### src/design/vprt_pkg.sv
`timescale 1ns / 1ps
// Package for the versioned pair rule table: item types, codes and the
// structs passed along the cell chain. Depends on nothing.
package vprt_pkg;

    typedef enum logic [1:0] {
        OP_UPSERT = 2'd0,
        OP_REMOVE = 2'd1,
        OP_LOOKUP = 2'd2
    } t_op;

    typedef enum logic [2:0] {
        ST_DONE    = 3'd0,
        ST_SAME    = 3'd1,
        ST_NEGFEE  = 3'd2,
        ST_STALE   = 3'd3,
        ST_FULL    = 3'd4,
        ST_MISSING = 3'd5
    } t_status;

    typedef struct packed {
        logic [1:0]         op;
        logic [15:0]        seller_zone;
        logic [15:0]        buyer_zone;
        logic               allowed_in;
        logic signed [31:0] fee_in;
        logic [31:0]        version_in;
        logic [62:0]        stamp_in;
    } t_req;

    typedef struct packed {
        logic [2:0]  status;
        logic        found;
        logic        allowed_out;
        logic [30:0] fee_out;
        logic [31:0] version_out;
        logic [62:0] stamp_out;
        logic [6:0]  entry_count;
    } t_rsp;

    // Search token and the state it gathers on its way down the chain.
    typedef struct packed {
        logic        tok;
        logic        hit;
        logic        free_seen;
        logic        allowed;
        logic [30:0] fee;
        logic [31:0] version;
        logic [62:0] stamp;
    } t_link;

    // Key and rule broadcast to every cell, with the commit enables.
    typedef struct packed {
        logic        wr_hit;
        logic        wr_free;
        logic        clr_hit;
        logic [15:0] seller;
        logic [15:0] buyer;
        logic        allowed;
        logic [30:0] fee;
        logic [31:0] version;
        logic [62:0] stamp;
    } t_cmd;

endpackage

### src/design/vprt_cell.sv
`timescale 1ns / 1ps
// One table entry of the rule chain. It compares the broadcast key as the
// search token passes and forwards the token. Depends on vprt_pkg.
module vprt_cell (
    input  logic            i_clk,
    input  logic            i_rst_n,
    input  vprt_pkg::t_cmd  i_cmd,
    input  vprt_pkg::t_link i_link,
    output vprt_pkg::t_link o_link
);

    logic            r_valid;
    logic            r_is_hit;
    logic            r_is_free;
    logic [15:0]     r_seller;
    logic [15:0]     r_buyer;
    logic            r_allowed;
    logic [30:0]     r_fee;
    logic [31:0]     r_version;
    logic [62:0]     r_stamp;
    vprt_pkg::t_link r_out;

    logic w_hit;
    logic w_write;

    assign w_hit = i_link.tok && r_valid && (r_seller == i_cmd.seller)
                   && (r_buyer == i_cmd.buyer);
    assign w_write = (i_cmd.wr_hit && r_is_hit) || (i_cmd.wr_free && r_is_free);

    always_ff @(posedge i_clk) begin
        if (!i_rst_n) begin
            r_valid   <= 1'b0;
            r_is_hit  <= 1'b0;
            r_is_free <= 1'b0;
            r_out     <= '0;
        end else begin
            r_out.tok       <= i_link.tok;
            r_out.hit       <= i_link.hit || w_hit;
            r_out.free_seen <= i_link.free_seen || !r_valid;
            if (w_hit) begin
                r_out.allowed <= r_allowed;
                r_out.fee     <= r_fee;
                r_out.version <= r_version;
                r_out.stamp   <= r_stamp;
            end else begin
                r_out.allowed <= i_link.allowed;
                r_out.fee     <= i_link.fee;
                r_out.version <= i_link.version;
                r_out.stamp   <= i_link.stamp;
            end
            if (i_link.tok) begin
                r_is_hit  <= w_hit;
                r_is_free <= !r_valid && !i_link.free_seen;
            end
            if (w_write) begin
                r_valid <= 1'b1;
            end else if (i_cmd.clr_hit && r_is_hit) begin
                r_valid <= 1'b0;
            end
        end
    end

    always_ff @(posedge i_clk) begin
        if (w_write) begin
            r_seller  <= i_cmd.seller;
            r_buyer   <= i_cmd.buyer;
            r_allowed <= i_cmd.allowed;
            r_fee     <= i_cmd.fee;
            r_version <= i_cmd.version;
            r_stamp   <= i_cmd.stamp;
        end
    end

    assign o_link = r_out;

endmodule

### config.mk
export PLATFORM = sky130hd
export DESIGN_NAME = vprt_cell
export DESIGN_NICKNAME = d
export VERILOG_FILES = /design/src/design/vprt_pkg.sv /design/src/design/vprt_cell.sv
export SDC_FILE = /design/constraint.sdc
export NUM_CORES = 1
export LEC_CHECK = 0
export BUFFER_PORTS_ARGS = -buffer_cell sky130_fd_sc_hd__buf_2
export CAP_MARGIN = 0
export CORE_AREA = 2 2 166 168
export CTS_CLUSTER_SIZE = 16
export DETAILED_ROUTE_END_ITERATION = 7
export DIE_AREA = 0 0 168 170
export HOLD_SLACK_MARGIN = 0.06
export PLACE_DENSITY_LB_ADDON = 0.12
export SETUP_SLACK_MARGIN = 0.2
export SYNTH_ARGS = -nofsm -noshare
export SYNTH_HDL_FRONTEND = slang
export SYNTH_SLANG_ARGS = --single-unit
export TNS_END_PERCENT = 100
### constraint.sdc
create_clock -name i_clk -period 11.1 [get_ports i_clk]
set_input_delay 2.22 -clock i_clk [delete_from_list [all_inputs] [get_ports i_clk]]
set_output_delay 2.22 -clock i_clk [all_outputs]
set_load 0.01 [all_outputs]
* Word level (Yosys, flattened, before mapping) *
Index checks and enable logic that the tools add are counted.

storage, ports and cells
  register bits = 292
  input bits = 294
  output and inout bits = 130
  word-level logic and storage cells = 34

cells by class
  eq/ne operators = 2
  mux-type cells = 3
  reduce and logical (&&, ||, !) cells = 13

operators by type and width
  cell                 number
  $mux W127            1
  $eq A16 B16 Y1       2
  $logic_and A1 B1 Y1  7
  $logic_or A1 B1 Y1   3
  $logic_not A1 Y1     2
  $mux W1              2
  $reduce_bool A2 Y1   1

* Longest topological paths before layout *
  depth in word-level cells = 4
  gate-level depth with buffers = 7
  mapped depth without buffers = 5

* Worst setup path after synthesis *
OpenSTA, ideal clock, no wires.

  path kind = input to register
  start point = in i_cmd[160] (netlist bit)
  end point = reg r_allowed (enable)
  library setup time = 0.538 ns
  data arrival time = 5.954 ns
  required time = 10.562 ns
  slack = 4.608 ns
  stages on the path = 1
  path buffers = 0
  cell sequence = a22o_1

between the ends
  longest elaborated chain between the ends = 2

ends and longest elaborated chain
  element               line             RTL
  start, declared       vprt_cell.sv:7   input vprt_pkg::t_cmd i_cmd,
  $logic_and A1 B1 Y1   vprt_cell.sv:28  assign w_write = (i_cmd.wr_hit && r_is_hit) || (i_cmd.wr_free && r_is_free);
  $logic_or A1 B1 Y1    vprt_cell.sv:28
  end signal, assigned  vprt_cell.sv:67  r_allowed <= i_cmd.allowed;
  end, declared         vprt_cell.sv:17  logic r_allowed;

Every way passes these cells.
A chain may end at the register's enable or synchronous reset.

* Worst setup path after layout *
  start point = in i_cmd[131] (netlist bit)
  end point = reg r_out (netlist bit o_link[20])

between the ends
  longest elaborated chain between the ends = 3

ends and longest elaborated chain
  element              line             RTL
  $eq A16 B16 Y1       vprt_cell.sv:27  && (r_buyer == i_cmd.buyer);
  $logic_and A1 B1 Y1  vprt_cell.sv:27
  $mux W127            vprt_cell.sv:40  if (w_hit) begin
  end, declared        vprt_cell.sv:21  vprt_pkg::t_link r_out;

Every way passes these cells.

==> impl_metrics.json <==
{
  "status": "completed",
  "cts_hold_buffers": 0,
  "cts.repair.resized": 0,
  "clock_latency_ps": 500,
  "core_region_area_mm2": 0.02665,
  "reg2reg_depth": 7,
  "achievable-frequency_mhz": 207.6,
  "drtPass1Iterations": 4,
  "path_buf_inv": 3,
  "synthesis.nets": 1067,
  "ant_nets": 0,
  "area_growth_pct": 32.61,
  "cell_internal_pwr_w": 0.001932,
  "critical_path.most_common_cell": "buf_4",
  "post-cts-setup-buffer-count": 0,
  "yosysTopAreaCellShare_pct": 45.60,
  "hpwl_um": 18540,
  "placement.setup.worst_slack_ps": 5728,
  "filler_cells": 2404,
  "setup_tns_ps": 0,
  "postSynth.topFlopCell": "edfxtp_1",
  "worst_slack_ps": 6283,
  "power_leakage_nw": 5.859,
  "max_stage_delay_ps": 920,
  "gr-total-overflow": 0,
  "tritoncts.num_buffers": 34,
  "p_per_area_mw_per_mm2": 176.5,
  "power_frac_clock_pct": 44.8,
  "regToRegStartpoint": "r_buyer[9]$_DFFE_PP_",
  "drive_above_1_share_pct": 39.56,
  "via_cell_ratio": 4.502,
  "clk_transition_reported_paths_ps": 60,
  "proportion_of_power_drawn_by_combinational_gates_pct": 6.5,
  "grt_start_max_net_pins": 161,
  "die_w_um": 168,
  "total_switching_power_w": 0.0005188,
  "finalSetupViolations": 0,
  "num-nets-final": 1489,
  "netlist_area_mm2": 0.01047,
  "period_share_pct": 43.40,
  "fp.dieArea_mm2": 0.02856,
  "r2r_slack_ps": 7730,
  "post_drt_wl_per_cell_um": 16.74,
  "via_count_of_the_first_global_routing_pass": 6989,
  "wire_length_of_the_first_global_routing_pass_um": 38870,
  "area_occupied_by_registers_mm2": 0.007437,
  "timing.critical_path.max_delay_family": "buffers and inverters",
  "timing_worst_slew_pin_value_ps": 1068,
  "fin_total_pwr_w": 0.002451,
  "power.share.switching_pct": 21.17,
  "place.port_buffers": 423,
  "gp_congestion": 0.7906,
  "antenna_found_initial": 21,
  "drt_iter0_drc": 357,
  "hold_viol": 0,
  "detailroute.via_count": 7100,
  "wirelength_um": 26400,
  "yosys.area.top_type": "edfxtp_1",
  "holdCritPathClass": "flip-flop to flip-flop",
  "worst-endpoint-arrival_ps": 5230,
  "synth_warnings": 0,
  "timing.critical_path.from_type": "input port",
  "cp.required_ps": 11510,
  "start_util_pct": 39.29,
  "timing.max_slew.rel_slack_pct": 28.79,
  "floorplan.rows": 60,
  "all_layer_gr_usage_pct": 17.77,
  "maximum_net_fanout_on_the_critical_path": 60,
  "clock-skew-final_ps": 14.56,
  "max-vdd-ir-drop_mv": 0.1053,
  "report.final.slew_viol_count": 0,
  "post_synth_inst_count": 773,
  "synth_most_common_cell": "nand2_1",
  "timing.critical_path.depth": 8,
  "min_delay_path_depth": 2,
  "worst_hold_startpoint": "r_fee[23]$_DFFE_PP_",
  "rsz0062_at_grt": "false",
  "timing.max_cap.violations": 0,
  "die-height_um": 170,
  "cp_slowest_cell": "buf_4",
  "synth-seq-area-share_pct": 71.03,
  "critical_path_class": "input port to flip-flop",
  "io-pin-count": 424,
  "final.min_clock_period_ps": 4817,
  "crit_path_cell_trace": "buf_2 > xnor2_1 > nand4_1 > or4_4 > nor4_4 > buf_4 > buf_4 > mux2i_1",
  "drc": 0,
  "critical_path.endpoint_type": "flip-flop",
  "cts_root_buf": "clkbuf_16",
  "tritoncts": "yes",
  "netlist_top_cells_area": "edfxtp_1 46%, dfxtp_1 25%, mux2i_1 12%",
  "clockBufferDepth": 3,
  "commonest_cells_in_the_synthesized_netlist": "255 x nand2_1, 159 x edfxtp_1, 133 x dfxtp_1, 128 x mux2i_1, 29 x clkbuf_1",
  "multiInputGateArea_mm2": 0.002684,
  "seq_power_share_pct": 48.7,
  "async_flop_share_pct": 0,
  "htreeDepth": 2,
  "number_of_synthesized_register_bits": 292,
  "synth.avg_cell_area_um2": 13.54,
  "number_of_sinks_handled_by_clock_tree_synthesis": 292,
  "crit_path_start": "i_cmd[131]",
  "synth_enable_flop_cells": 159,
  "cell_variety_after_synth": 25
}
==> cell usage in the layout (no fill, tap or decap) <==
cell	count
buf_2	422
nand2_1	255
edfxtp_1	159
dfxtp_1	133
mux2i_1	128
clkbuf_16	37
xnor2_1	21
diode_2	15
xor2_1	11
clkbuf_1	7
buf_4	6
nand4_1	5
clkinv_2	5
clkbuf_8	4
clkinv_1	4
nor2b_1	3
clkinvlp_4	3
nand3_1	2
nor4_1	2
o21a_1	2
bufinv_16	2
a22o_4	1
or4_4	1
nor3_1	1
nor4_4	1
a21oi_1	1
nor2_1	1
and2_1	1
inv_1	1
a21boi_0	1
clkinv_4	1
==> path summary, 6_finish.rpt <==
| check | endpoint |
|---|---|
| hold / removal | o_link[118]$_SDFF_PN0_ |
| hold reg to reg | o_link[118]$_SDFF_PN0_ |
| setup reg to reg | o_link[20]$_SDFF_PN0_ |
| setup / recovery | o_link[20]$_SDFF_PN0_ |
==> layer usage <==
metal	part of all wire (%)	up-vias	track usage, %	wire length (um)
li1	-	3501	-	-
met3	10	64	7.488	2682
met4	3.1	12	7.070	828
met1	38	3238	19.95	10070
met2	48	285	30.06	12730
met5	0.32	-	0	84
==> state kept, by name, indices dropped and copies added, names as in the netlist <==
signal     flops
r_seller      16
r_allowed      1
r_fee         31
r_is_free      1
r_valid        1
o_link       130
r_stamp       63
r_is_hit       1
r_buyer       16
r_version     32
==> tightest hold or removal path, delay by kind of cell (launching register included) <==
kind	cells	cell delay, ps
DFF	1	320
muxes	1	110
and+or+nand+nor	1	50
==> power by group through the flow <==
stage	registers [W]	clock network (W)	logic, W
global route	0.00120	0.00117	0.000178
detailed placement	0.00122	0	0.000162
finish	0.00119	0.00110	0.000160
global placement	0.00122	0	0.000160
CTS	0.00119	0.00113	0.000163
floorplan	0.00123	0	0.0000534
==> final cells by class <==
| class | count | area share (%) |
|---|---|---|
| clock inverter | 15 | 0.9462 |
| sequential | 292 | 53.56 |
| timing repair buffer | 429 | 15.63 |
| multi-input combinational | 437 | 19.33 |
| clock buffer | 47 | 7.155 |
| antenna | 15 | 0.2703 |
| inverter | 1 | 0.02703 |
| tap | 341 | 3.073 |
==> through the flow <==
step	instance area, um2	hold WS, ps	cells	utilization (%)
4_1_cts	13850	507.3	1562	51.96
2_1_floorplan	10470	464.3	773	-
3_3_place_gp	12720	486.1	1500	47.74
6_report	13880	508.9	1577	52.10
3_5_place_dp	12720	498.1	1500	47.74
5_1_grt	13870	522.1	1573	52.06
==> kinds of logic after synthesis <==
group,count (synthesis),synth area share [%]
buf+inv,44,3.418
compound gates,5,0.3465
mux,128,12.24
flops,292,71.03
simple gates,272,10.29
xor+xnor,32,2.677
No activity file was read; power rests on OpenSTA's default activity.
